**src/hdl/hfp_pkg.sv**
```systemverilog
// ----------------------------------------------------------------------------
// hfp_pkg
// Types and constants shared by the table bit packer modules.
// ----------------------------------------------------------------------------
`default_nettype none

package hfp_pkg;

  localparam int VALUE_W          = 32;  // width of a code value field
  localparam int LEN_W            = 6;   // width of a code length field
  localparam int BYTE_W           = 8;
  localparam int DEF_MAX_CODE_LEN = 32;
  localparam int OPQ_DEPTH        = 4;
  localparam int OUTQ_DEPTH       = 2;

  localparam logic [1:0] KIND_LOAD   = 2'd0;
  localparam logic [1:0] KIND_ENCODE = 2'd1;
  localparam logic [1:0] KIND_FINISH = 2'd2;

  typedef struct packed {
    logic [1:0]         kind;
    logic [7:0]         symbol;
    logic [LEN_W-1:0]   code_length;
    logic [VALUE_W-1:0] code_value;
  } in_item_t;

  typedef struct packed {
    logic [BYTE_W-1:0] out_byte;
    logic              is_pad_count;
    logic              last;
  } out_item_t;

  // Work handed from the table front end to the packer.
  typedef struct packed {
    logic               fin;
    logic [LEN_W-1:0]   len;
    logic [VALUE_W-1:0] code;
  } op_t;

endpackage

`default_nettype wire

```
**src/hdl/hfp_back.sv**
```systemverilog
// ----------------------------------------------------------------------------
// hfp_back
// Bit packer: appends codes MSB-first to the pending bits, emits full bytes,
// one per cycle when res_full is low; on finish flushes, writes pad count.
// ----------------------------------------------------------------------------
`default_nettype none

module hfp_back
  import hfp_pkg::*;
#(
  parameter int MAX_CODE_LEN = DEF_MAX_CODE_LEN
) (
  input  wire logic clk,
  input  wire logic rst_n,
  input  wire op_t  op,
  input  wire logic op_empty,
  output logic      op_pop,
  output out_item_t res,
  output logic      res_push,
  input  wire logic res_full
);

  localparam int CAP = (MAX_CODE_LEN < VALUE_W) ? MAX_CODE_LEN : VALUE_W;
  localparam int BW  = CAP + 7;
  // The bit count must also hold the constant 16 that it is compared against.
  localparam int TW  = ($clog2(BW + 1) > 5) ? $clog2(BW + 1) : 5;

  typedef enum logic [2:0] {
    ST_IDLE = 3'b001,
    ST_EMIT = 3'b010,
    ST_PAD  = 3'b100
  } state_t;

  state_t        state_r, state_nxt;
  logic [6:0]    pend_r, pend_nxt;   // pending bits, left-aligned
  logic [2:0]    cnt_r, cnt_nxt;
  logic [BW-1:0] buf_r, buf_nxt;     // bits still to emit, left-aligned
  logic [TW-1:0] tot_r, tot_nxt;
  logic [2:0]    pad_r, pad_nxt;

  logic [BW-1:0] code_ext;
  logic [TW-1:0] sh;
  logic [BW-1:0] new_buf;
  logic [TW-1:0] new_tot;

  assign code_ext = BW'(op.code[CAP-1:0]);
  assign sh       = TW'(BW) - TW'(cnt_r) - TW'(op.len);
  assign new_buf  = {pend_r, {(BW-7){1'b0}}} | (code_ext << sh);
  assign new_tot  = TW'(cnt_r) + TW'(op.len);

  always_comb begin
    state_nxt = state_r;
    pend_nxt  = pend_r;
    cnt_nxt   = cnt_r;
    buf_nxt   = buf_r;
    tot_nxt   = tot_r;
    pad_nxt   = pad_r;
    op_pop    = 1'b0;
    res_push  = 1'b0;
    res       = '0;
    case (state_r)
      ST_IDLE: begin
        if (!op_empty && !res_full) begin
          op_pop = 1'b1;
          if (op.fin) begin
            res_push = 1'b1;
            pend_nxt = '0;
            cnt_nxt  = '0;
            if (cnt_r != '0) begin
              res.out_byte = {pend_r, 1'b0};
              pad_nxt      = 3'(4'd8 - {1'b0, cnt_r});
              state_nxt    = ST_PAD;
            end else begin
              res.is_pad_count = 1'b1;
              res.last         = 1'b1;
            end
          end else if (new_tot < TW'(8)) begin
            pend_nxt = new_buf[BW-1 -: 7];
            cnt_nxt  = new_tot[2:0];
          end else begin
            res_push     = 1'b1;
            res.out_byte = new_buf[BW-1 -: 8];
            res.last     = (new_tot < TW'(16));
            if (new_tot < TW'(16)) begin
              pend_nxt = new_buf[BW-9 -: 7];
              cnt_nxt  = new_tot[2:0];
            end else begin
              buf_nxt   = new_buf << 8;
              tot_nxt   = new_tot - TW'(8);
              state_nxt = ST_EMIT;
            end
          end
        end
      end
      ST_EMIT: begin
        if (!res_full) begin
          res_push     = 1'b1;
          res.out_byte = buf_r[BW-1 -: 8];
          res.last     = (tot_r < TW'(16));
          if (tot_r < TW'(16)) begin
            pend_nxt  = buf_r[BW-9 -: 7];
            cnt_nxt   = tot_r[2:0];
            state_nxt = ST_IDLE;
          end else begin
            buf_nxt = buf_r << 8;
            tot_nxt = tot_r - TW'(8);
          end
        end
      end
      ST_PAD: begin
        if (!res_full) begin
          res_push         = 1'b1;
          res.out_byte     = {5'd0, pad_r};
          res.is_pad_count = 1'b1;
          res.last         = 1'b1;
          state_nxt        = ST_IDLE;
        end
      end
      default: begin
        state_nxt = ST_IDLE;
      end
    endcase
  end

  always_ff @(posedge clk) begin
    if (!rst_n) begin
      state_r <= ST_IDLE;
      pend_r  <= '0;
      cnt_r   <= '0;
    end else begin
      state_r <= state_nxt;
      pend_r  <= pend_nxt;
      cnt_r   <= cnt_nxt;
    end
  end

  always_ff @(posedge clk) begin
    buf_r <= buf_nxt;
    tot_r <= tot_nxt;
    pad_r <= pad_nxt;
  end

endmodule

`default_nettype wire

```
**config.mk**
```make
export PLATFORM = sky130hd
export DESIGN_NAME = hfp_back
export DESIGN_NICKNAME = d
export VERILOG_FILES = /design/src/hdl/hfp_pkg.sv /design/src/hdl/hfp_back.sv
export SDC_FILE = /design/constraint.sdc
export NUM_CORES = 1
export LEC_CHECK = 0
export BUFFER_PORTS_ARGS = -buffer_cell sky130_fd_sc_hd__buf_2
export CORE_ASPECT_RATIO = 1.75
export CORE_MARGIN = 1.5
export CORE_UTILIZATION = 29
export DETAILED_ROUTE_END_ITERATION = 12
export PLACE_DENSITY = 0.47
export SLEW_MARGIN = 0
export SYNTH_ARGS = -nofsm -noshare
export SYNTH_HDL_FRONTEND = slang
export SYNTH_SLANG_ARGS = --single-unit
```
**constraint.sdc**
```tcl
create_clock -name clk -period 4.95 [get_ports clk]
set_input_delay 0.99 -clock clk [delete_from_list [all_inputs] [get_ports clk]]
set_output_delay 0.99 -clock clk [all_outputs]
set_load 0.01 [all_outputs]
```
==> results by group <==
Drt
  – Detail-routed net length per standard cell: around 20 µm
  – Average via count per standard cell: 5.40
  – Sum of routed wire length over all layers: about 16000 µm
  – DRT Pass-1 Iters: 4
  – WL met2: between 8000 and 9000 µm
  – DR top layer: met4
  – Iteration-0 DRC Markers: ~260
  – Via Count: around 4500
  – Met3 wire length: about 370 µm
  – Drt drc: 0
  – Remaining number of nets flagged by the antenna check after routing: 0
  – Routed metal-1 wire length: 6280 µm

Global routing
  – Global-route wire length before repair: around 25000 µm
  – Number of antenna violations at the first check in global routing: 0
  – Aggregate global-route resource usage: 17.5%
  – Vias in the first global route: roughly 4500
  – Pin count of the biggest net entering global routing: a little over 60
  – Total congestion overflow: 0

Synthesis
  – Number of flops mapped to enable cells by yosys: 40
  – Syn Nets: approximately 600
  – Synthesis Warnings: 0
  – Share of async-settable or async-resettable flops after synthesis: 0%
  – Predominant post-synthesis flop cell: sky130_fd_sc_hd__edfxtp_1
  – Cell count after synthesis: 542
  – Cell area after synthesis: about 5200 µm²
  – Post-synth cell types: 75
  – Number of storage elements in the synthesis netlist: 53
  – Avg Cell Area, Syn: 9.58 µm²
  – Sequential cell area fraction in the yosys report: around 28%

Finish
  – Count of filler cells inserted in the layout: approximately 1800
  – Area growth from synthesis to layout: 16.4%
  – Combined area of the multi-input logic cells: roughly 3500 µm²
  – Most frequent standard cell in the layout excluding fill and tap cells: sky130_fd_sc_hd__buf_2
  – Diode count: 0
  – Share of layout cells above drive strength 1: between 20 and 30%
  – Utilization after layout: 34.5%
  – Most frequent cells in the layout: 54 x sky130_fd_sc_hd__buf_2, 53 x sky130_fd_sc_hd__nand2_1, 43 x sky130_fd_sc_hd__mux2i_1
  – Seq. cell area: between 1000 and 1500 µm²
  – Layout Nets: ~650

Worst setup path
  – Largest fanout of any net on the critical path: 19
  – Launching element of the worst setup path: op[32]
  – Worst path required time: 3.96 ns
  – Slowest Stage Delay on Critical Path: just under 0.6 ns
  – Capturing element type of the critical path: output port
  – Worst R2R Start: cnt_r[1]$_SDFFE_PN0P_
  – Number of buffers and inverters on the critical path: 5
  – Kind of start point of the critical path: input port
  – Ordered list of cells on the worst path: buf_2 -> ha_2 -> inv_1 -> fa_2 -> buf_12 -> buf_12 -> mux4_2 -> mux2_2 -> nor2_1 -> a21oi_1 -> a21oi_1 -> o32ai_1 -> buf_2
  – Family of cells with the greatest summed delay on the critical path: compound AO/OA/AOI/OAI gates
  – Critical setup path kind: in -> out
  – Critical path's slowest cell: sky130_fd_sc_hd__fa_2
  – CP arrival: between 3 and 4 ns

Power
  – Portion of total power attributed to combinational logic: between 50 and 60%
  – Relative contribution of the clock network to total power: around 18%
  – Fraction of power spent switching nets: between 40% and 50%
  – IR drop worst, VDD: between 0.0001 and 0.00015 V
  – Sequential power share: 24.6%
  – Internal Pwr Total: around 1.3 mW
  – Leakage: approximately 2.4 nW
  – Cell Pwr Density: ~370 nW/µm²
  – Net switching power: 900 µW

Place
  – Total half-perimeter wirelength after legalization and detailed placement: ~13000 µm
  – Final weighted congestion in routability-driven placement: between 0.8 and 0.9
  – Port buffer count: between 50 and 60

CTS
  – CTS tree: done
  – Root buffer cell: sky130_fd_sc_hd__clkbuf_16
  – Worst-skew pair later-pin latency: ~0.30 ns
  – Clock buffer depth: 2
  – Number of H-tree levels: 2
  – Clock sink total: 53
  – Clock transition at the register clock pins on the worst setup and hold paths after CTS: about 0.07 ns
  – Inserted Clock Buffers: 5

Die
  – Area of the core: 17500 µm²
  – X dimension of the die: 104 µm
  – Total I/O pin count: 55
  – Total Die Area: roughly 19000 µm²
  – Cell row count: 64
  – Effective utilization at floorplan: 29.6%
  – Die Y: 180 µm

STA
  – Worst-case clock skew: ~0.0056 ns
  – Transition at the pin with the smallest max-transition slack: roughly 0.58 ns
  – Share of the cycle needed by the critical path after routing: a little over nine tenths
  – Worst slew margin: around three fifths
  – Fin. max-slew vios: 0
  – FMAX: just over 200 MHz
  – Setup Total Neg Slack: 0 ns
  – Setup repair after global routing missed its margin: no
  – Final setup viols: 0
  – Shortest clock period the worst path allows after layout: just under 5 ns
  – Final hold violation count: 0

Worst hold path
  – Hold/Removal Path Class: reg -> reg
  – Origin of the worst min-delay path: buf_r[21]$_DFFE_PP_

Job
  – Number of max-cap violations: 0

Outcome
  – Run status: complete, no violations
## per-stage QoR
step / area, µm² / setup slack, ns / cells / hold WS [ns] / power (mW)
finish: 6040 / 0.136 / 829 / 0.534 / 2.21
CTS: 6000 / 0.0189 / 827 / 0.538 / 2.20
detailed placement: 5820 / 0.00761 / 819 / 0.519 / 1.79
global route: 6040 / 0.0117 / 829 / 0.560 / 2.33
global placement: 5820 / 0.0273 / 819 / 0.518 / 1.79
floorplan: 5190 / 0.389 / 542 / 0.457 / 1.42
## worst min-delay path: cells and delay by family, from the launching register on
kind | cells | cell delay, ns
flip-flops | 1 | 0.33
AO/OA/AOI/OAI | 1 | 0.06
AND/OR/NAND/NOR | 1 | 0.04
## synthesized netlist by cell type (13+ instances only)
| cell type | n | area (µm²) |
|---|---|---|
| sky130_fd_sc_hd__nand2_1 | 53 | 199 |
| sky130_fd_sc_hd__mux2i_1 | 44 | 440 |
| sky130_fd_sc_hd__edfxtp_1 | 40 | 1200 |
| sky130_fd_sc_hd__nor2_1 | 38 | 143 |
| sky130_fd_sc_hd__o21ai_0 | 37 | 185 |
| sky130_fd_sc_hd__mux2_2 | 31 | 349 |
| sky130_fd_sc_hd__a21oi_1 | 21 | 105 |
| sky130_fd_sc_hd__mux4_2 | 21 | 473 |
| sky130_fd_sc_hd__buf_2 | 19 | 95.1 |
| sky130_fd_sc_hd__inv_1 | 16 | 60.1 |
| sky130_fd_sc_hd__nor3_1 | 16 | 80.1 |
| sky130_fd_sc_hd__dfxtp_1 | 13 | 260 |
## registers in the layout, indices dropped and copies added (netlist names)
name,cells
tot_r,6
pend_r,7
pad_r,3
cnt_r,3
state_r,3
buf_r,31
## cells by family (layout without fill, tap and decap cells)
logic type      Yosys count  after routing  synth area share [%]
xor+xnor                 12             12                  2.75
fa+ha+maj                14             14                  3.50
compound gates          150            150                  20.0
simple gates            157            157                  14.2
mux                     100            100                  25.6
flops                    53             53                  28.2
buf+inv                  56            112                  5.79
## power by group through the flow
stage	Sequential (mW)	Combinational, mW	Clock (mW)
detailed placement	0.552	1.24	0
global placement	0.552	1.24	0
CTS	0.543	1.25	0.406
finish	0.542	1.27	0.396
floorplan	0.546	0.874	0
global route	0.545	1.37	0.417
## layout make-up
type	instances	share of cell area, %
flip-flops and latches	53	24.2
inverters	16	0.994
repair buffers	88	9.52
multi-input cells	433	57.8
clock buffers	6	2.13
well taps	231	4.78
clock inverters	2	0.559
## routing by layer
layer | up-vias | track usage [%]
met5 | - | 0
met2 | 108 | 32.9
li1 | 2172 | -
met4 | 0 | 10.8
met3 | 37 | 1.20
met1 | 2160 | 18.8
## repair_timing
item	in CTS	in global routing
endpoints found under the setup margin	1	8
resized for setup	1	3
hold buffers	0	0
pin swaps	0	1
setup buffers	0	2
hold endpoints to repair	0	0
## path summary, 6_finish.rpt
check	to	cells past startpoint	slack (ns)
worst max register to register	pend_r[5]$_SDFFE_PN0P_	12	1.43
worst min-delay path	buf_r[29]$_DFFE_PP_	2	0.53
worst min register to register	buf_r[29]$_DFFE_PP_	2	0.53
worst max-delay path	res[2]	13	0.14
Note: power is estimated with default switching activity, not from simulation.
