[src/hdl/hfp_fifo.sv]
// ----------------------------------------------------------------------------
// hfp_fifo
// Small first-in first-out queue built from registers.
// ----------------------------------------------------------------------------
`default_nettype none

module hfp_fifo #(
  parameter int WIDTH = 8,
  parameter int DEPTH = 2
) (
  input  wire logic             clk,
  input  wire logic             rst_n,
  input  wire logic             push,
  input  wire logic [WIDTH-1:0] wdata,
  output logic                  full,
  input  wire logic             pop,
  output logic [WIDTH-1:0]      rdata,
  output logic                  empty
);

  localparam int PW = (DEPTH > 1) ? $clog2(DEPTH) : 1;
  localparam int CW = $clog2(DEPTH + 1);

  logic [WIDTH-1:0] mem_r [DEPTH];
  logic [PW-1:0]    wptr_r, wptr_nxt;
  logic [PW-1:0]    rptr_r, rptr_nxt;
  logic [CW-1:0]    cnt_r, cnt_nxt;
  logic             do_push, do_pop;

  assign full    = (cnt_r == CW'(DEPTH));
  assign empty   = (cnt_r == '0);
  assign rdata   = mem_r[rptr_r];
  assign do_push = push && !full;
  assign do_pop  = pop && !empty;

  always_comb begin
    wptr_nxt = wptr_r;
    rptr_nxt = rptr_r;
    cnt_nxt  = cnt_r;
    if (do_push) begin
      wptr_nxt = (wptr_r == PW'(DEPTH - 1)) ? '0 : wptr_r + 1'b1;
    end
    if (do_pop) begin
      rptr_nxt = (rptr_r == PW'(DEPTH - 1)) ? '0 : rptr_r + 1'b1;
    end
    if (do_push && !do_pop) begin
      cnt_nxt = cnt_r + 1'b1;
    end else if (do_pop && !do_push) begin
      cnt_nxt = cnt_r - 1'b1;
    end
  end

  always_ff @(posedge clk) begin
    if (!rst_n) begin
      wptr_r <= '0;
      rptr_r <= '0;
      cnt_r  <= '0;
    end else begin
      wptr_r <= wptr_nxt;
      rptr_r <= rptr_nxt;
      cnt_r  <= cnt_nxt;
    end
  end

  always_ff @(posedge clk) begin
    if (do_push) begin
      mem_r[wptr_r] <= wdata;
    end
  end

endmodule

`default_nettype wire

[config.mk]
export PLATFORM = sky130hd
export DESIGN_NAME = hfp_fifo
export DESIGN_NICKNAME = d
export VERILOG_FILES = /design/src/hdl/hfp_fifo.sv
export SDC_FILE = /design/constraint.sdc
export NUM_CORES = 1
export LEC_CHECK = 0
export ABC_AREA = 1
export BUFFER_PORTS_ARGS = -buffer_cell sky130_fd_sc_hd__buf_2
export CAP_MARGIN = 25
export CORE_MARGIN = 5
export CORE_UTILIZATION = 36
export DETAILED_ROUTE_END_ITERATION = 7
export HOLD_SLACK_MARGIN = 0.03
export MAX_ROUTING_LAYER = met4
export SYNTH_ARGS = -nofsm -noshare
export SYNTH_HDL_FRONTEND = slang
export SYNTH_SLANG_ARGS = --single-unit
[constraint.sdc]
create_clock -name clk -period 1.35 [get_ports clk]
set_input_delay 0.135 -clock clk [delete_from_list [all_inputs] [get_ports clk]]
set_output_delay 0.135 -clock clk [all_outputs]
set_load 0.05 [all_outputs]
==> results of run 1 <==
## final cells by class
| class | count | area share |
|---|---|---|
| well taps | 28 | 0.02750 |
| multi-input cells | 32 | 0.2092 |
| flip-flops and latches | 21 | 0.4627 |
| clock buffers | 4 | 0.02063 |
| repair buffers | 35 | 0.2534 |
| inverters | 9 | 0.02652 |
## cell usage in the layout, fill, tap and decap left out
| master | synthesis | final |
|---|---|---|
| a21oi_1 | 1 | 1 |
| buf_12 | 0 | 1 |
| buf_2 | 1 | 13 |
| buf_4 | 0 | 5 |
| buf_8 | 0 | 8 |
| clkbuf_1 | 0 | 1 |
| clkbuf_4 | 0 | 3 |
| dfxtp_1 | 5 | 2 |
| dfxtp_2 | 0 | 1 |
| dfxtp_4 | 0 | 2 |
| dlygate4sd3_1 | 0 | 8 |
| edfxtp_1 | 16 | 16 |
| ha_4 | 0 | 1 |
| inv_1 | 8 | 5 |
| inv_2 | 1 | 4 |
| mux2_4 | 0 | 8 |
| nand2_1 | 6 | 6 |
| nand3_1 | 1 | 1 |
| nand4_1 | 1 | 1 |
| nor2_1 | 10 | 9 |
| nor2_4 | 0 | 2 |
| o21ai_0 | 2 | 2 |
| o21ai_4 | 0 | 1 |
## cells in the mapped netlist, drive strengths merged
| cell | count |
|---|---|
| nand4 | 1 |
| edfxtp | 16 |
| inv | 9 |
| buf | 1 |
| nor2 | 11 |
| o21ai | 3 |
| a21oi | 1 |
| ha | 1 |
| mux2 | 8 |
| dfxtp | 5 |
| nand3 | 1 |
| nand2 | 6 |
## metrics by stage
step | cell area, um^2 | setup TNS (ns) | utilization
after global placement | 1032 | 0 | 0.4712
after floorplan | 847.1 | -0.003669 | -
after CTS | 1251 | -0.4551 | 0.5711
after global routing | 1274 | -0.7843 | 0.5814
final | 1274 | -0.2692 | 0.5814
after detailed placement | 1032 | -0.008333 | 0.4712
## cell families (layout without fill, tap and decap cells)
family                   after synthesis  after routing
multiplexers                           8              8
AO/OA/AOI/OAI                          4              4
adder cells (fa/ha/maj)                1              1
buffers and inverters                 10             48
flip-flops                            21             21
AND/OR/NAND/NOR                       19             19
## worst max-delay path by stage
stage	from	end	slack [ns]	depth (start not counted)
after floorplan	cnt_r[0]	cnt_r[1]	-0.004	8
after global placement	cnt_r[1]	cnt_r[1]	0.04	9
after detailed placement	cnt_r[1]	cnt_r[1]	-0.008	9
after CTS	register	rdata[4]	-0.06	3
after global routing	register	rdata[4]	-0.10	3
final	register	rdata[3]	-0.04	3
## power groups by stage
stage / combinational, mW / clock [mW] / sequential (mW)
2_1_floorplan: 0.744 / 0 / 0.902
3_3_place_gp: 0.967 / 0 / 0.914
3_5_place_dp: 0.985 / 0 / 0.924
4_1_cts: 1.22 / 0.314 / 0.916
5_1_grt: 1.35 / 0.342 / 0.937
6_report: 1.26 / 0.290 / 0.924
## layer usage
layer | GRT usage | up-vias | share of wire
met5 | - | - | 0
met2 | 0.1823 | 13 | 0.54
li1 | - | 289 | -
met3 | 0.03341 | 2 | 0.054
met4 | 0.05960 | 0 | 0.011
met1 | 0.1113 | 280 | 0.39
## flip-flops by register name, summed over array words and instances, names as in the netlist, named ones only
name,flops
mem_r,16
cnt_r,2
wptr_r,1
rptr_r,1
## worst max-delay path: cells and delay by family (launching register included)
family,cells,cell delay [ns]
flops,1,0.36
buf+inv,2,0.29
mux,1,0.31
## repair_timing
item / in CTS / in global routing
hold buffers: 8 / 0
gates resized for setup: 34 / 5
endpoints found under the hold margin: 16 / 0
cloned: 0 / 0
endpoints found under the setup margin: 9 / 10
pin swaps: 0 / 1
buffers inserted: 0 / 1
==> reports/metrics.csv, run 1 <==
metric,value,unit
main area contributors after synthesis,"edfxtp_1 (58%), dfxtp_1 (12%), mux2_2 (11%)",
endpoints failing hold,0,
global route total overflow,0,
fillers,178,
Fmax,720.9,MHz
Sequential Power Share,0.373,
flop2flop setup slack,0.08,ns
Worst-path clk slew,0.11,ns
hold path endpoint,cnt_r[1],
vias,584,
crit path DAT,1.25,ns
Root Buffer,clkbuf_4,
endpoints failing setup,8,
Starting Density,0.3758,
peak supply drop,1.092,mV
CTS tree,done,
XOR/XNOR Fraction of Synth Area,0,
CP startpoint kind,register,
worst reg2reg path startpoint,cnt_r[1],
Rows,17,
max_cap viols,0,
synthesis-stage register bit count,21,
post-synthesis net count,76,
Worst path max stage delay,0.36,ns
Syn Std Cell Area,823.3,um^2
crit-path max FO,8,
CORE AREA,2191,um^2
post-synthesis mux area share,0.1094,
RSZ-0062 raised after global routing,yes,
GRT Util Overall,0.1081,
worst flop-to-flop path endpoint,cnt_r[1],
simple-gate share of the synthesized area,0.09422,
compound-cell area share of the yosys netlist,0.02888,
vias in the first global route,608,
Starting DRT DRC Count,6,
Adder-Cell Fraction of Synth Area,0.01520,
failing checks,negative setup slack,
Yosys top cell by area,edfxtp_1,
WL/cell,11.98,um
clock latency on the worst-skew pair,0.29,ns
DR DRC count,0,
Placed Cells,116,
worst setup path class,reg -> out,
Ys Warns,0,
Post-layout nets,115,
post-place setup slack,-0.008333,ns
total wire length,1545,um
Clock Sink Count,21,
I/O Buffers,21,
worst setup slack after layout,-0.03724,ns
Multi-input gate area,266.5,um^2
Clock power frac,0.117,
PnR Total Power,2.475,mW
Vias per Instance,4.527,
Hold WS,0.07711,ns
first-pass GRT wire length,2580,um
Unique masters post-synth,15,
Pre-antenna DRT Iters,2,
hold path depth,3,
H-Tree Level Count,1,
Setup crit end kind,output port,
Area growth syn-to-layout,54.71,%
post-synthesis area per instance,13.07,um^2
layout cells sized above 1,0.4851,
die width,57.82,um
critical path cell sequence,buf_12 > mux2_4 > buf_8,
Sw Pwr,0.9684,mW
Routed Antenna Nets,0,
status,finished with violations,
internal power,1.506,mW
Yosys top cell area share,0.5836,
antenna violations before repair,0,
Register Area,589.3,um^2
Mapped Cells,63,
"slowest stage cell, crit path",dfxtp_2,
die area,3343,um^2
dpl hpwl,1081,um
Worst-Margin Slew,0.2509,ns
GP Congestion,0.6729,
Post-Route Skew,0.001903,ns
largest family of logic cells by synthesized area,multiplexers,
Crit path required time,1.22,ns
cell count of the worst reg-to-reg path,9,
chip height,57.82,um
# IOs,22,
max-slew violation count,0,
pwr dens,1943,nW/um^2
LEAKAGE,0.5344,nW
Clock Tree Buf Depth,2,
number of CTS-inserted buffers,3,
largest net degree at the start of global routing,12,
Slew headroom,0.8339,
part of the power in combinational logic,0.510,
sequential area share after synthesis,0.7052,
HP Start,rst_n,
"Period Utilization, post-route",1.028,
Ant. Diodes,0,
class of the most critical hold timing path,in -> reg,
Final Instance Count excl. Fillers,129,
switching share of power,0.3914,
minimum clock period,1.387,ns
(Power assumes the default switching activity.)
==> inputs of run 2 (changes only) <==
SKIP_CTS_REPAIR_TIMING = 1   (was not set)
clock period = 1.7 ns   (was 1.35 ns; I/O delays follow)
==> reports/metrics.csv, run 2 (same netlist as run 1, synthesis figures left out) <==
metric,value,unit
status,"finished, final reports clean",
Fmax,670.9,MHz
Area growth syn-to-layout,21.88,%
GRT Util Overall,0.09021,
"most common cell after layout, fill and taps aside",buf_2,
worst setup path class,reg -> out,
Clock Tree Buf Depth,2,
H-Tree Level Count,1,
class of the most critical hold timing path,in -> reg,
Worst-Margin Slew,0.2567,ns
Worst path max stage delay,0.46,ns
Starting DRT DRC Count,8,
crit path DAT,1.32,ns
Root Buffer,clkbuf_4,
cell count of the worst reg-to-reg path,9,
Vias per Instance,4.462,
Slew headroom,0.8301,
Worst-path clk slew,0.11,ns
max_cap viols,0,
die area,3343,um^2
"Period Utilization, post-route",0.8768,
# IOs,22,
"slowest stage cell, crit path",dfxtp_2,
Starting Density,0.3758,
CORE AREA,2191,um^2
vias,522,
Post-layout nets,103,
largest registers,"mem_r (16), cnt_r (2)",
chip height,57.82,um
Setup crit end kind,output port,
first-pass GRT wire length,2173,um
antenna violations before repair,0,
global route total overflow,0,
largest net degree at the start of global routing,12,
PnR Total Power,1.625,mW
LEAKAGE,0.4189,nW
GP Congestion,0.7286,
Top reg by flops,mem_r,
peak supply drop,0.6856,mV
dpl hpwl,983.7,um
endpoints failing hold,0,
Crit path required time,1.53,ns
WL/cell,11.19,um
flop2flop setup slack,0.27,ns
RSZ-0062 raised after global routing,no,
hold path depth,1,
number of flip-flops in the largest register,16,
Routed Antenna Nets,0,
Post-Route Skew,0.003255,ns
worst reg2reg path startpoint,cnt_r[1],
CTS tree,done,
Rows,17,
Pre-antenna DRT Iters,2,
worst flop-to-flop path endpoint,cnt_r[1],
CP startpoint kind,register,
clock latency on the worst-skew pair,0.29,ns
vias in the first global route,525,
number of CTS-inserted buffers,3,
max-slew violation count,0,
HP Start,wdata[6],
Clock Sink Count,21,
die width,57.82,um
endpoints failing setup,0,
most frequent cells in the layout,"buf_2 (21), edfxtp_1 (16), nor2_1 (9)",
setup TNS,0,ns
minimum clock period,1.491,ns
pwr dens,1620,nW/um^2
crit-path max FO,8,
total wire length,1309,um
hold path endpoint,mem_r[1][6],
DR DRC count,0,
I/O Buffers,21,
Ant. Diodes,0,
layout cells sized above 1,0.4382,
critical path cell sequence,mux2_2 > buf_2,
-- run 2: cell types whose count changed in the layout (fill, tap and decap cells not counted), moves of 3 or more --
cell / before / now
mux2_4: 8 / 0
buf_8: 8 / 0
mux2_2: 0 / 8
buf_4: 5 / 2
inv_2: 4 / 1
buf_2: 13 / 21
inv_1: 5 / 8
dlygate4sd3_1: 8 / 0
-- run 2: per-layer routing --
metal	track usage	vias up	routed length (um)
met1	0.1010	239	557
met4	0.03974	0	4
met3	0.03786	2	112
met2	0.1403	14	635
met5	-	-	0
li1	-	267	-
-- run 2: critical path: cells and delay by family (launching register included) --
| kind | cells | cell delay, ns |
|---|---|---|
| buf+inv | 1 | 0.21 |
| flops | 1 | 0.46 |
| mux | 1 | 0.36 |
-- run 2: stage by stage --
step / util / worst slack (ns) / area, um^2 / hold slack [ns] / std cells
after floorplan: - / 0.1471 / 825.8 / 0.2689 / 63
after global placement: 0.4455 / 0.3314 / 975.9 / 0.3585 / 113
after detailed placement: 0.4455 / 0.2832 / 975.9 / 0.3612 / 113
after CTS: 0.4575 / 0.05185 / 1002 / 0.04759 / 117
after global routing: 0.4580 / 0.07692 / 1003 / 0.03365 / 117
final: 0.4580 / 0.2094 / 1003 / 0.05985 / 117
-- run 2: cell type report --
type / count / area, um^2
Multi-Input combinational cell: 32 / 206.4
Inverter: 9 / 33.78
Tap cell: 28 / 35.03
Sequential cell: 21 / 581.8
Clock buffer: 4 / 26.28
Fill cell: 203 / 1187
Timing Repair Buffer: 23 / 120.1
-- run 2: how the worst max path moves through the flow --
stage	cells after the start	to	slack, ns	startpoint
CTS	2	rdata[7]	0.05	register
global placement	9	cnt_r[1]	0.33	cnt_r[1]
finish	2	rdata[7]	0.21	register
floorplan	9	cnt_r[1]	0.15	cnt_r[0]
global route	9	cnt_r[1]	0.08	cnt_r[1]
detailed placement	9	cnt_r[1]	0.28	cnt_r[1]
-- run 2: power by group --
part	total [mW]	internal (mW)	switching [mW]	leakage [nW]
clock	0.227	0.0912	0.136	0.0150
combinational	0.678	0.198	0.480	0.213
sequential	0.720	0.656	0.0642	0.191
==> inputs of run 3 (changes only) <==
==> constraint.sdc (replaced) <==
create_clock -name clk -period 1.7 [get_ports clk]
set_input_delay 0 -clock clk [delete_from_list [all_inputs] [get_ports clk]]
set_output_delay 0 -clock clk [all_outputs]
set_load 0.05 [all_outputs]
==> reports/metrics.csv, run 3 (same netlist as run 1, synthesis figures left out) <==
metric,value,unit
status,"finished, final reports clean",
total wire length,1423,um
"Period Utilization, post-route",0.8429,
grt peak-use layer,met2,
class of the most critical hold timing path,in -> reg,
Post-Route Skew,0.002119,ns
vias,555,
hold path endpoint,wptr_r,
Setup crit end kind,register,
met2 usage,0.1403,
flop2flop setup slack,0.27,ns
largest registers,"mem_r (16), cnt_r (2)",
LEAKAGE,0.4561,nW
Worst-Margin Slew,0.3437,ns
RSZ-0062 raised after global routing,no,
worst setup path class,reg -> reg,
Root Buffer,clkbuf_4,
"slowest stage cell, crit path",dfxtp_1,
CORE AREA,2191,um^2
most frequent cells in the layout,"buf_2 (21), edfxtp_1 (16), nor2_1 (9), dlygate4sd3_1 (9)",
# IOs,22,
chip height,57.82,um
clock latency on the worst-skew pair,0.29,ns
endpoints failing hold,0,
WL/cell,11.29,um
Routed Antenna Nets,0,
Vias per Instance,4.405,
antenna violations before repair,0,
worst flop-to-flop path endpoint,cnt_r[1],
Crit path required time,1.94,ns
first-pass GRT wire length,2173,um
critical path cell sequence,inv_1 > o21ai_2 > inv_1 > ha_1 > inv_1 > nand3_1 > nand2_1 > inv_1 > nor2_1,
met3 usage in global routing,0.03786,
layout cells sized above 1,0.3878,
Rows,17,
Starting DRT DRC Count,17,
Worst path max stage delay,0.39,ns
Area growth syn-to-layout,32.67,%
DR DRC count,0,
CP startpoint kind,register,
global route total overflow,0,
Pre-antenna DRT Iters,4,
number of CTS-inserted buffers,3,
cell count of the worst reg-to-reg path,9,
Top reg by flops,mem_r,
Clock Sink Count,21,
max-slew violation count,0,
GP Congestion,0.7286,
Worst-path clk slew,0.11,ns
dpl hpwl,983.7,um
GRT Util Overall,0.09021,
Slew headroom,0.7706,
die width,57.82,um
vias in the first global route,525,
CTS tree,done,
Starting Density,0.3758,
hold path depth,4,
die area,3343,um^2
pwr dens,1503,nW/um^2
endpoints failing setup,0,
Ant. Diodes,0,
Fmax,697.9,MHz
crit path DAT,1.67,ns
I/O Buffers,21,
number of flip-flops in the largest register,16,
"most common cell after layout, fill and taps aside",buf_2,
GR Util met1,0.1010,
crit-path max FO,4,
Clock Tree Buf Depth,2,
H-Tree Level Count,1,
minimum clock period,1.433,ns
setup TNS,0,ns
PnR Total Power,1.641,mW
peak supply drop,0.6907,mV
largest net degree at the start of global routing,12,
Post-layout nets,112,
HP Start,push,
worst reg2reg path startpoint,cnt_r[1],
most used cell along the critical path,inv_1,
max_cap viols,0,
[run 3: power breakdown]
| group | internal [mW] | leakage [nW] | switching (mW) |
|---|---|---|---|
| registers | 0.654 | 0.191 | 0.0625 |
| clock network | 0.0912 | 0.0150 | 0.135 |
| logic | 0.212 | 0.250 | 0.486 |
[run 3: final cells by class]
class	count	area, um^2
Sequential cell	21	580.6
Clock buffer	4	26.28
Tap cell	28	35.03
Fill cell	194	1099
Multi-Input combinational cell	32	206.4
Inverter	9	33.78
Timing Repair Buffer	32	210.2
[run 3: metrics by stage]
step                      area [um^2]  worst slack [ns]  hold slack [ns]    util  cells
after floorplan                 825.8            0.1471          0.09887       -     63
after global placement          975.9            0.3314           0.1885  0.4455    113
after detailed placement        975.9            0.2832           0.1912  0.4455    113
after CTS                        1002            0.2219          -0.1224  0.4575    117
after global routing             1092           0.07692           0.1515  0.4986    126
final                            1092            0.2671          0.07037  0.4986    126
[run 3: how the worst max path moves through the flow]
stage	start	end	slack, ns	depth (start not counted)
2_1_floorplan	cnt_r[0]	cnt_r[1]	0.15	9
3_3_place_gp	cnt_r[1]	cnt_r[1]	0.33	9
3_5_place_dp	cnt_r[1]	cnt_r[1]	0.28	9
4_1_cts	register	rdata[7]	0.22	2
5_1_grt	cnt_r[1]	cnt_r[1]	0.08	9
6_report	cnt_r[1]	cnt_r[1]	0.27	9
[run 3: worst max-delay path: cells and delay by family (launching register included)]
kind | cells | cell delay (ns)
flops | 1 | 0.39
fa+ha+maj | 1 | 0.30
buf+inv | 4 | 0.29
simple gates | 3 | 0.21
compound gates | 1 | 0.18
[run 3: routing by layer]
layer	routed length, um	up-vias
met5	0	-
met4	4	0
met3	98	2
met2	717	16
met1	603	252
li1	-	285
